===== src/design/rgb_shp_pkg.sv =====
// Shared types, constants and the sharpen arithmetic of the RGB 3x3 sharpen stream.
package rgb_shp_pkg;

   localparam int MAX_WIDTH    = 1024;
   localparam int HEIGHT_LIMIT = 4096;
   localparam int COL_W        = $clog2(MAX_WIDTH);
   localparam int ROW_W        = $clog2(HEIGHT_LIMIT);
   localparam int FW_W         = 11;
   localparam int FH_W         = 13;
   localparam int CSR_DATA_W   = 13;
   localparam int CSR_IDX_W    = 1;
   localparam int QUEUE_DEPTH  = 4;
   localparam int QPTR_W       = $clog2(QUEUE_DEPTH);
   localparam int QCNT_W       = $clog2(QUEUE_DEPTH + 1);

   localparam logic [FW_W-1:0] FRAME_WIDTH_RESET  = 11'd640;
   localparam logic [FH_W-1:0] FRAME_HEIGHT_RESET = 13'd480;

   localparam logic [CSR_IDX_W-1:0] REG_FRAME_WIDTH  = 1'd0;
   localparam logic [CSR_IDX_W-1:0] REG_FRAME_HEIGHT = 1'd1;

   typedef struct packed {
      logic [7:0] red;
      logic [7:0] green;
      logic [7:0] blue;
   } pixel_type;

   typedef pixel_type [2:0] column_type;
   typedef column_type [2:0] window_type;

   typedef struct packed {
      pixel_type upper;
      pixel_type middle;
   } line_word_type;

   localparam int LINE_W = $bits(line_word_type);

   typedef struct packed {
      window_type       window;
      logic [COL_W-1:0] col;
      logic [ROW_W-1:0] row;
      logic             last_col;
      logic             last_row;
   } entry_type;

   function automatic logic [7:0] sharpen_clamp(input logic [7:0] ctr, input logic [10:0] nsum);
      logic [11:0]        nine;
      logic signed [12:0] acc;
      nine = {1'b0, ctr, 3'b000} + {4'b0000, ctr};
      acc  = $signed({1'b0, nine}) - $signed({2'b00, nsum});
      if (acc < 13'sd0) begin
         return 8'd0;
      end else if (acc > 13'sd255) begin
         return 8'hff;
      end else begin
         return acc[7:0];
      end
   endfunction

endpackage


===== src/design/rgb_shp_queue.sv =====
// Short queue of window entries between front and back.
module rgb_shp_queue (
   input  logic                   clock,
   input  logic                   reset,
   input  logic                   push_valid,
   output logic                   push_ready,
   input  rgb_shp_pkg::entry_type push_entry,
   output logic                   pop_valid,
   input  logic                   pop_ready,
   output rgb_shp_pkg::entry_type pop_entry
);
   import rgb_shp_pkg::*;

   entry_type         mem_ff [QUEUE_DEPTH];
   logic [QPTR_W-1:0] wr_ptr_ff, wr_ptr_in;
   logic [QPTR_W-1:0] rd_ptr_ff, rd_ptr_in;
   logic [QCNT_W-1:0] count_ff, count_in;
   logic              do_push;
   logic              do_pop;

   assign push_ready = count_ff != QCNT_W'(QUEUE_DEPTH);
   assign pop_valid  = count_ff != '0;
   assign pop_entry  = mem_ff[rd_ptr_ff];
   assign do_push    = push_valid && push_ready;
   assign do_pop     = pop_valid && pop_ready;

   always_comb begin
      wr_ptr_in = wr_ptr_ff;
      rd_ptr_in = rd_ptr_ff;
      count_in  = count_ff;
      if (do_push) begin
         wr_ptr_in = (wr_ptr_ff == QPTR_W'(QUEUE_DEPTH - 1)) ? '0 : wr_ptr_ff + QPTR_W'(1);
      end
      if (do_pop) begin
         rd_ptr_in = (rd_ptr_ff == QPTR_W'(QUEUE_DEPTH - 1)) ? '0 : rd_ptr_ff + QPTR_W'(1);
      end
      if (do_push && !do_pop) begin
         count_in = count_ff + QCNT_W'(1);
      end else if (do_pop && !do_push) begin
         count_in = count_ff - QCNT_W'(1);
      end
   end

   always_ff @(posedge clock) begin
      if (reset) begin
         wr_ptr_ff <= '0;
         rd_ptr_ff <= '0;
         count_ff  <= '0;
      end else begin
         wr_ptr_ff <= wr_ptr_in;
         rd_ptr_ff <= rd_ptr_in;
         count_ff  <= count_in;
      end
   end

   always_ff @(posedge clock) begin
      if (do_push) begin
         mem_ff[wr_ptr_ff] <= push_entry;
      end
   end

   a_pop_only_when_filled: assert property (@(posedge clock) disable iff (reset)
      pop_ready |-> pop_valid) else $error("queue popped while empty");

endmodule


===== config.mk =====
export PLATFORM = sky130hd
export DESIGN_NAME = rgb_shp_queue
export DESIGN_NICKNAME = d
export VERILOG_FILES = /design/src/design/rgb_shp_pkg.sv /design/src/design/rgb_shp_queue.sv
export SDC_FILE = /design/constraint.sdc
export NUM_CORES = 1
export LEC_CHECK = 0
export BUFFER_PORTS_ARGS = -buffer_cell sky130_fd_sc_hd__buf_2
export CAP_MARGIN = 20
export CORE_AREA = 5 5 286 288
export DETAILED_ROUTE_END_ITERATION = 10
export DIE_AREA = 0 0 291 293
export GPL_TIMING_DRIVEN = 0
export HOLD_SLACK_MARGIN = 0.1
export PLACE_DENSITY = 0.65
export SLEW_MARGIN = 10
export SYNTH_ARGS = -nofsm -noshare
export SYNTH_HDL_FRONTEND = slang
export SYNTH_SLANG_ARGS = --single-unit

===== constraint.sdc =====
create_clock -name clock -period 4.45 [get_ports clock]
set_input_delay 0.2225 -clock clock [delete_from_list [all_inputs] [get_ports clock]]
set_output_delay 0.2225 -clock clock [all_outputs]
set_load 0.05 [all_outputs]

Word-level counts from Yosys, hierarchy flattened
Memories as Yosys holds them, arrays and structs flattened. A register that Yosys moved wholly into a read port is not among the register bits.
Cells that the tools add are included.
- register bits after elaboration: 7
- RAM bits: 960
- output and inout bits: 242
- logic and storage cells: 27
- memories: 1
- $add $sub $neg: 4
- eq/ne operators: 3
- mux-type cells: 8
- reduce and logical (&&, ||, !) cells: 8
- memories (name ; depth ; bits a word ; read ports ; clocked after Yosys merged registers in ; wr ports ; line ; text):
    mem_ff ; 4 ; 240 ; 1 ; 1 ; 1 ; rgb_shp_queue.sv:14 ; entry_type mem_ff [QUEUE_DEPTH];
- operators by type and width (kind ; number):
    two-way mux 2 bit ; 4
    two-way mux 3 bit ; 2
    adder 2 x 1 -> 2 bit (second input constant) ; 2
    == test 2 bit (second input constant) ; 2
    logical AND 1 bit ; 4
    adder 3 x 1 -> 3 bit (second input constant) ; 1
    inequality test 3 bit (second input constant) ; 1
    nonzero test 3 bit ; 1
    subtractor 3 x 1 -> 3 bit (second input constant) ; 1
    logical NOT 1 bit ; 2
    two-way mux 1 bit ; 2
    nonzero test 2 bit ; 1

Depth between registers and ports, before layout
Gate-level depths: netlist (run 1).
- word-level depth: 6
- gate-level depth with buffers: 9
- depth with buffers taken out: 8

Worst setup path before layout (run 1)
No wires, ideal clock.
- path type: register -> register
- start: reg count_ff[0]
- end: mem mem_ff[0][0] (netlist bit) (enable)
- library setup time: 0.497 ns
- arrival time: 3.780 ns
- data required time: 3.953 ns
- slack: 0.173 ns
- stages on the path, launching flop included: 4
- buffers on the path: 1
- clock period less this slack: 4.277 ns
- cells stage by stage: dfxtp_1 or3b_1 clkbuf_2 and3_2
- word-level cells in the longest chain between the ends: 4
- ends and longest elaborated chain (element ; line ; text):
    start, declared ; rgb_shp_queue.sv:17 ; logic [QCNT_W-1:0] count_ff, count_in;
    start signal, assigned ; rgb_shp_queue.sv:52 ; count_ff <= count_in;
    inequality test 3 bit ; rgb_shp_queue.sv:21 ; assign push_ready = count_ff != QCNT_W'(QUEUE_DEPTH);
    named net push_ready ; rgb_shp_queue.sv:6 ; output logic push_ready,
    logical AND 1 bit ; rgb_shp_queue.sv:24 ; assign do_push = push_valid && push_ready;
    two-way mux 1 bit ; rgb_shp_queue.sv:57 ; if (do_push) begin
    two-way mux 1 bit (not written as such) ; rgb_shp_queue.sv:58 ; mem_ff[wr_ptr_ff] <= push_entry;
    end, declared ; rgb_shp_queue.sv:14 ;
The timed path passes the listed nets, and every way through them passes these cells.

==> flow_metrics.py, run 1 <==
metrics = {
    "timing": {
        "fin_crit_ns": 3.00,
        "setup_violations": 0,
        "final_max_slew_viol_count": 0,
        "slew_headroom_pct": 51.8,
        "clock.fmax_mhz": 333,
        "fin_ws_ns": 1.45,
        "tightest_slew_ns": 0.724,
        "hold_viol_final": 0,
        "skew_ns": 0.0165,
        "period_share_pct": 67.5,
        "rsz0062_at_grt": "no",
    },
    "yosys": {
        "ys_ff_latch": 969,
        "syn_nets": 1553,
        "synth_area_sq_mm": 0.0351,
        "synthDistinctLibCells": 26,
        "yosys_warnings": 0,
        "syn_inst": 1302,
        "synth.avg_cell_area_sq_um": 27.0,
        "yosysSeqAreaShare_pct": 82.6,
    },
    "clocking": {
        "cts_tree": "done",
        "clk_latency_ns": 0.63,
        "clockBufferDepth": 3,
        "clk_pin_slew_worst_paths_ns": 0.06,
        "cts_made_buffers": 97,
        "cts_max_level": 3,
        "post_cts_resized": 0,
        "clockRootBuffer": "clkbuf_16",
        "cts.sinks": 969,
    },
    "power_and_ir_drop": {
        "vdd_ir_drop_max_mv": 0.427,
        "internal-power_w": 0.0178,
        "seqPwrFrac_pct": 42.2,
        "power_w": 0.0266,
        "leakage_nw": 15.2,
        "power_frac_comb_pct": 28.9,
        "clock_power_share_pct": 28.9,
        "swShare_pct": 33.0,
        "p_switching_w": 0.00879,
        "pwr_density_cell_mw_per_mm2": 593,
    },
    "floorplanning": {
        "coreArea_sq_mm": 0.0786,
        "die_width_um": 291,
        "die_h_um": 293,
        "die-area_sq_mm": 0.0853,
        "rows": 103,
        "io_pins": 486,
        "start_util_pct": 44.7,
    },
    "drt": {
        "wl_per_cell_um": 23.2,
        "drc_errors": 0,
        "via_per_inst": 5.19,
        "initialDrtViolationCount": 982,
        "drtPass1Iterations": 5,
        "ant_nets": 0,
        "routed_wl_mm": 76.3,
        "num_vias": 17100,
    },
    "grt": {
        "grt_pass1_vias": 18600,
        "globalRoute.totalOverflow": 0,
        "grt.total_usage_pct": 17.8,
        "grt_max_degree": 51,
        "antenna_found_initial": 12,
        "grt_pass1_wl_mm": 116,
    },
    "place": {
        "pre_cts_ws_ns": 1.81,
        "dp_cells": 2857,
        "port_buffers": 484,
        "gp_congestion": 0.731,
        "place_area_sq_mm": 0.0394,
        "hpwl_mm": 48.7,
    },
    "critical_path": {
        "required_ns": 4.23,
        "startpoint_type": "flip-flop",
        "end_kind": "primary output",
        "critPathKind": "flip-flop to primary output",
        "cp_max_fo": 10,
        "worstPathArrival_ns": 2.78,
    },
    "cells_and_area": {
        "utilization_pct": 57.1,
        "fin_nets": 2401,
        "areaGrowthSynthToFinish_pct": 27.8,
        "regArea_sq_mm": 0.0290,
        "layoutNonFillerInstCount": 3284,
        "stdcell_area_sq_mm": 0.0449,
        "nFillCells": 5746,
        "layout-drive-gt1-share_pct": 41.8,
        "multi_input_area_sq_mm": 0.00570,
    },
    "worst_hold_path": {
        "worstHoldPathType": "input port to flip-flop",
    },
    "flow_run": {
        "cap_violations": 0,
    },
    "run_status": {
        "status": "finished clean",
    },
}
==> power groups by stage <==
stage	clock [W]	combinational [W]	sequential [W]
CTS	0.00786	0.00785	0.0112
detailed placement	0	0.00764	0.0114
finish	0.00768	0.00771	0.0112
floorplan	0	0.00556	0.0115
global route	0.00830	0.00809	0.0113
global placement	0	0.00743	0.0116
==> cell usage after synthesis, drive strengths merged <==
| cell | number | share of area [%] |
|---|---|---|
| nand2 | 1 | 0.011 |
| fa | 1 | 0.057 |
| dfxtp | 9 | 0.51 |
| nor3 | 1 | 0.014 |
| ha | 6 | 0.21 |
| a21oi | 2 | 0.028 |
| nand2b | 2 | 0.036 |
| nand3 | 1 | 0.014 |
| and2 | 1 | 0.025 |
| and3 | 4 | 0.085 |
| mux4 | 240 | 15 |
| o31ai | 2 | 0.057 |
| inv | 3 | 0.032 |
| clkbuf | 8 | 0.089 |
| or3b | 1 | 0.025 |
| mux2i | 3 | 0.085 |
| or3 | 3 | 0.061 |
| nor2 | 3 | 0.032 |
| edfxtp | 960 | 82 |
| buf | 48 | 1.1 |
| o21ai | 1 | 0.014 |
| xor2 | 2 | 0.050 |
==> layout by cell type (no fill, tap or decap), types with 6 or more instances in the layout <==
master and count:
buf_16 18, buf_2 509, buf_6 23, bufinv_16 7
clkbuf_1 33, clkbuf_16 97, clkinv_1 17, clkinv_2 13
dfxtp_1 9, diode_2 13, dlygate4sd3_1 244, edfxtp_1 960
ha_1 6, mux4_2 240
==> logic make-up (layout without fill, tap and decap cells) <==
family,Yosys count,in the layout,share of synthesized area (%)
buffers and inverters,59,978,1.21
AO/OA/AOI/OAI,5,5,0.0997
flip-flops,969,969,82.6
XOR/XNOR,2,2,0.0499
multiplexers,243,243,15.5
other,0,13,0
AND/OR/NAND/NOR,17,17,0.303
adder cells (fa/ha/maj),7,7,0.271
==> critical path: stages (launching register included) <==
cell and delay, ns:
dfxtp_1 0.30, buf_2 0.17, clkbuf_1 0.53, buf_8 0.22, buf_2 0.30, mux4_2 0.38, buf_2 0.23
==> layout make-up <==
type | instances | share of cell area, %
multi-input cells | 274 | 12.7
flip-flops and latches | 969 | 64.6
well taps | 1050 | 2.93
clock buffers | 124 | 5.63
diodes | 13 | 0.0725
inverters | 3 | 0.0251
repair buffers | 749 | 12.1
plain buffers | 56 | 0.928
clock inverters | 46 | 1.03
==> final timing paths <==
kind         slack [ns]              to  cells after the start             from
max                1.45  pop_entry[190]                      6        flip-flop
min                0.34  mem_ff[2][239]                      2  push_entry[239]
min reg2reg        0.50       flip-flop                      2     rd_ptr_ff[0]
max reg2reg        1.82   mem_ff[3][97]                      6      count_ff[0]
==> metal layers <==
metal  routed length, um  vias to the layer above  track usage (%)
li1                    -                     7413                -
met1               29100                     8920             22.3
met2               39100                      572             30.5
met3                5520                      143             4.69
met4                2540                        2             5.99
met5                  13                        -                0
==> repair_timing <==
item,CTS,global route
endpoints found under the hold margin,969,0
buffers inserted,0,0
hold buffers,244,0
==> metrics by stage <==
stage | hold WS (ns) | TNS [ns]
after floorplan | 0.321 | 0
after global placement | 0.431 | -1912.58
after detailed placement | 0.438 | 0
after CTS | 0.278 | 0
after global routing | 0.298 | 0
final | 0.340 | 0
==> state kept, by name (all words and copies together), names as in the netlist, named ones only <==
register   cells
mem_ff       960
rd_ptr_ff      2
count_ff       3
wr_ptr_ff      2
(Power assumes the default switching activity.)
==> run 2: changes to the inputs <==
Settings changed: PLACE_DENSITY 0.65 to 0.67.
Clock period 4.45 ns to 2.6 ns, I/O delays scaled along.
==> run 2 against run 1 <==
Compared with the run above:
- non-clock buffer count increased by 1
- via count fell by 0.16%
- global-route usage up 0.11 points
- design area rose by 0.55%
- hold slack lost 0.11 ns
- critical path depth down 1
- largest cell class unchanged
==> flow_metrics.py, run 2 (synthesis results as in run 1) <==
metrics = {
    "clocking": {
        "clockRootBuffer": "clkbuf_16",
        "cts_tree": "done",
        "clk_latency_ns": 0.65,
        "clk_pin_slew_worst_paths_ns": 0.06,
        "cts_made_buffers": 99,
        "post_cts_buffers": 0,
        "cts_max_level": 3,
        "clockBufferDepth": 3,
        "cts.sinks": 969,
    },
    "timing": {
        "final.setup.tns_ns": 0,
        "hold_viol_final": 0,
        "fin_crit_ns": 2.52,
        "clock.fmax_mhz": 397,
        "skew_ns": 0.0310,
        "fin_hold_ws_ns": 0.234,
        "setup_violations": 0,
        "final_max_slew_viol_count": 0,
        "tightest_slew_ns": 0.625,
        "period_share_pct": 97.0,
        "slew_headroom_pct": 58.3,
        "rsz0062_at_grt": "yes",
    },
    "grt": {
        "grt.total_usage_pct": 17.9,
        "grt_max_degree": 51,
        "grt_pass1_wl_mm": 117,
        "globalRoute.totalOverflow": 0,
        "grt_pass1_vias": 18500,
        "antenna_found_initial": 7,
    },
    "place": {
        "port_buffers": 484,
        "gp_congestion": 0.736,
        "dp_cells": 2856,
        "place_area_sq_mm": 0.0394,
        "hpwl_mm": 48.6,
    },
    "drt": {
        "ant_nets": 0,
        "wl_per_cell_um": 23.3,
        "routed_wl_mm": 76.8,
        "via_per_inst": 5.17,
        "drtPass1Iterations": 5,
        "initialDrtViolationCount": 1026,
        "drc_errors": 0,
        "num_vias": 17000,
    },
    "critical_path": {
        "worstPathArrival_ns": 2.39,
        "path_cells": "buf_6 -> buf_12 -> buf_8 -> mux4_2 -> buf_2",
        "startpoint_type": "flip-flop",
        "end_kind": "primary output",
        "cp_max_fo": 10,
        "critPathMaxStageDelay_ns": 0.54,
        "required_ns": 2.47,
        "critPathKind": "flip-flop to primary output",
        "slowest_stage": "mux4_2",
        "r2r_start": "wr_ptr_ff[0]",
    },
    "cells_and_area": {
        "regMostFlops": "mem_ff",
        "stdcell_area_sq_mm": 0.0451,
        "areaGrowthSynthToFinish_pct": 28.5,
        "layout_common_cells": "edfxtp_1, buf_2, dlygate4sd3_1",
        "fin_nets": 2406,
        "layoutNonFillerInstCount": 3291,
        "reg.largest.list": "mem_ff (960), count_ff (3)",
        "nFillCells": 5735,
        "layout.cells.most_common": "edfxtp_1",
        "layout-drive-gt1-share_pct": 42.0,
        "largest_reg_flops": 960,
    },
    "worst_hold_path": {
        "min_from": "push_entry[53]",
        "worstHoldPathType": "input port to flip-flop",
    },
    "power_and_ir_drop": {
        "power_w": 0.0457,
        "vdd_ir_drop_max_mv": 0.754,
        "leakage_nw": 15.3,
        "pwr_density_cell_mw_per_mm2": 1010,
    },
    "floorplanning": {
        "die_h_um": 293,
        "die_width_um": 291,
        "die-area_sq_mm": 0.0853,
        "io_pins": 486,
        "rows": 103,
        "start_util_pct": 44.7,
        "coreArea_sq_mm": 0.0786,
    },
    "flow_run": {
        "cap_violations": 0,
    },
    "run_status": {
        "status": "finished clean",
    },
}
==> run 2: worst paths after layout <==
path	slack, ns	cells past startpoint	end
max	0.08	5	pop_entry[113]
min	0.23	2	mem_ff[0][53]
max reg2reg	0.18	5	mem_ff[3][204]
min reg2reg	0.50	2	rd_ptr_ff[0]
==> run 2: area by class of cell <==
cell class	count	area [sq um]	area share [%]
sequential	969	29000	64.3
inverter	3	11.3	0.0249
clock inverter	53	423	0.937
timing repair buffer	750	5450	12.1
clock buffer	129	2620	5.81
multi-input combinational	276	5720	12.7
tap	1050	1310	2.91
antenna	5	12.5	0.0277
buffer	56	582	1.29
==> run 2: power breakdown <==
part / total [W] / internal (W) / switching, W
Clock: 0.0131 / 0.00744 / 0.00563
Sequential: 0.0192 / 0.0189 / 0.000321
Combinational: 0.0134 / 0.00423 / 0.00918
Total: 0.0457 / 0.0306 / 0.0151
==> run 2: layer usage <==
metal	track usage [%]	vias up	routed length, um
li1	-	7417	-
met1	22.7	8902	29300
met2	30.7	574	39800
met3	4.90	126	5680
met4	5.21	4	1920
met5	0	-	27
==> run 2: stage by stage <==
step	setup WS (ns)	utilization, %
detailed placement	0.000746	50.2
CTS	-0.0688	57.3
global placement	-1.64	49.5
floorplan	-0.281	-
finish	0.0783	57.4
global route	-0.0498	57.4
==> run 2: critical path: cells and delay by family (launching register included) <==
family	cells	cell delay, ns
buf+inv	4	0.84
flops	1	0.32
mux	1	0.54
==> run 2: timing repair <==
item / CTS / global route
resized for setup: 34 / 23
pin swaps: 2 / 0
cloned: 2 / 1
hold buffers: 245 / 0
hold endpoints to repair: 969 / 0
endpoints found under the setup margin: 303 / 117
==> run 3: changes to the inputs <==
Settings changed: BUFFER_PORTS_ARGS -buffer_cell sky130_fd_sc_hd__buf_2 to default, DONT_BUFFER_PORTS from default to 1, PLACE_DENSITY 0.67 to 0.61.
==> run 3 against run 2 <==
Compared with the run above:
- critical path depth increased by 2
- highest routed layer unchanged
- power decreased by 1.7%
- non-clock buffer count decreased by 475
- sequential power about the same
- setup slack improved by 0.024 ns
- utilization decreased by 3.0 points
- clock power increased by 4%
- register-to-register slack got worse by 0.08 ns
- count of clock-buffer cells in the layout decreased by 22
==> flow_metrics.py, run 3 (synthesis results as in run 1) <==
metrics = {
    "run_status": {
        "status": "finished clean",
    },
    "clocking": {
        "clockBufferDepth": 3,
        "clk_pin_slew_worst_paths_ns": 0.06,
        "cts_max_level": 3,
        "clockRootBuffer": "clkbuf_16",
        "cts.sinks": 969,
        "clk_latency_ns": 0.63,
        "cts_tree": "done",
        "cts_made_buffers": 97,
    },
    "critical_path": {
        "r2r_slack_ns": 0.10,
        "r2r_cells": 7,
        "end_kind": "flip-flop",
        "r2r_start": "count_ff[2]",
        "required_ns": 3.10,
        "rr_endpoint": "count_ff[0]",
        "cp_max_fo": 13,
        "cp-endpoint": "count_ff[0]",
        "crit_start": "count_ff[2]",
        "critPathKind": "flip-flop to flip-flop",
        "startpoint_type": "flip-flop",
        "worstPathArrival_ns": 3.00,
    },
    "timing": {
        "hold_viol_final": 0,
        "setup_violations": 0,
        "rsz0062_at_grt": "no",
        "skew_ns": 0.0287,
        "period_share_pct": 96.1,
        "tightest_slew_ns": 0.936,
        "clock.fmax_mhz": 400,
        "slew_headroom_pct": 37.6,
        "final_max_slew_viol_count": 0,
        "fin_ws_ns": 0.102,
        "fin_crit_ns": 2.50,
    },
    "floorplanning": {
        "rows": 103,
        "io_pins": 486,
        "coreArea_sq_mm": 0.0786,
        "die_width_um": 291,
        "die-area_sq_mm": 0.0853,
        "start_util_pct": 44.7,
        "die_h_um": 293,
    },
    "place": {
        "port_buffers": 0,
        "gp_congestion": 0.701,
        "pre_cts_ws_ns": -0.200,
        "hpwl_mm": 46.8,
    },
    "power_and_ir_drop": {
        "leakage_nw": 13.5,
        "pwr_density_cell_mw_per_mm2": 1050,
        "power_w": 0.0449,
        "vdd_ir_drop_max_mv": 0.698,
    },
    "drt": {
        "via_per_inst": 5.40,
        "num_vias": 15100,
        "initialDrtViolationCount": 993,
        "drtPass1Iterations": 4,
        "routed_wl_mm": 75.0,
        "ant_nets": 0,
        "wl_per_cell_um": 26.7,
        "drc_errors": 0,
    },
    "cells_and_area": {
        "fin_nets": 1933,
        "layout-drive-gt1-share_pct": 26.8,
        "layout.cells.most_common": "edfxtp_1",
        "areaGrowthSynthToFinish_pct": 21.8,
        "largest_reg_flops": 960,
        "reg.largest.list": "mem_ff (960), count_ff (3)",
        "regMostFlops": "mem_ff",
        "nFillCells": 5793,
        "layout_common_cells": "edfxtp_1, dlygate4sd3_1, mux4_2",
    },
    "grt": {
        "grt_pass1_wl_mm": 109,
        "antenna_found_initial": 4,
        "grt_pass1_vias": 16100,
        "globalRoute.totalOverflow": 0,
        "grt.total_usage_pct": 17.2,
        "grt_max_degree": 51,
    },
    "flow_run": {
        "cap_violations": 0,
    },
    "worst_hold_path": {
        "worstHoldPathType": "input port to flip-flop",
    },
}
[run 3: cell types whose count changed in the layout (fill, tap and decap cells not counted), moves of 4 or more]
cell,before,now
buf_2,484,22
clkbuf_1,29,15
buf_4,17,8
buf_6,11,20
buf_8,12,3
bufinv_16,3,11
clkbuf_4,7,0
clkinvlp_4,3,8
and3_2,2,6
buf_16,20,16
clkbuf_2,4,0
diode_2,5,1
[run 3: power breakdown]
group	internal, W	leakage [nW]	switching, W	total [W]
clock network	0.00794	1.51	0.00562	0.0136
logic	0.00324	3.08	0.00891	0.0122
registers	0.0189	8.87	0.000310	0.0192
[run 3: worst min path at each step]
stage                          startpoint              to  cells after the start
after floorplan             push_entry[0]    mem_ff[0][0]                      0
after global placement    push_entry[223]  mem_ff[3][223]                      0
after detailed placement  push_entry[157]  mem_ff[2][157]                      0
after CTS                      push_valid   mem_ff[0][89]                      1
after global routing           push_valid  mem_ff[0][124]                      1
final                          push_valid  mem_ff[0][124]                      1
[run 3: critical path: stages, from the launching register on]
cell and delay [ns]:
dfxtp_1 0.38, or3b_1 0.40, clkbuf_16 0.23, and2_4 0.19, ha_1 0.36, xor2_1 0.18
dlygate4sd3_1 0.59, nor2_1 0.05
[run 3: area by class of cell]
cell class / instances / area [sq um] / area share [%]
Antenna cell: 1 / 2.50 / 0.00585
Buffer: 56 / 474 / 1.11
Clock buffer: 107 / 2460 / 5.76
Clock inverter: 65 / 673 / 1.57
Inverter: 3 / 11.3 / 0.0263
Multi-Input combinational cell: 280 / 5750 / 13.4
Sequential cell: 969 / 29000 / 67.8
Tap cell: 1050 / 1310 / 3.07
Timing Repair Buffer: 275 / 3070 / 7.17
[run 3: per-layer routing]
metal / vias to the layer above / global-route usage (%) / wire length (um)
met5: - / 0 / 13
li1: 6471 / - / -
met2: 506 / 30.7 / 40700
met1: 8058 / 20.6 / 26700
met4: 2 / 4.44 / 1700
met3: 102 / 5.24 / 5890
[run 3: stage by stage]
| stage | instances | hold slack, ns | TNS, ns | cell area, sq um | util (%) |
|---|---|---|---|---|---|
| finish | 2806 | 0.162 | 0 | 42800 | 54.4 |
| global route | 2806 | 0.125 | 0 | 42800 | 54.4 |
| CTS | 2800 | 0.124 | -0.00231 | 42700 | 54.3 |
| detailed placement | 2372 | 0.229 | -27.83 | 37000 | 47.0 |
| global placement | 2352 | 0.229 | -1618.13 | 36500 | 46.4 |
| floorplan | 1302 | 0.229 | -269.17 | 35200 | - |
[run 3: what timing repair did]
action	CTS	global route
hold endpoints to repair	1141	0
hold buffers	250	0
pin swaps	4	2
resized for setup	12	2
buffers inserted	2	3
endpoints found under the setup margin	386	92
gates cloned	4	2
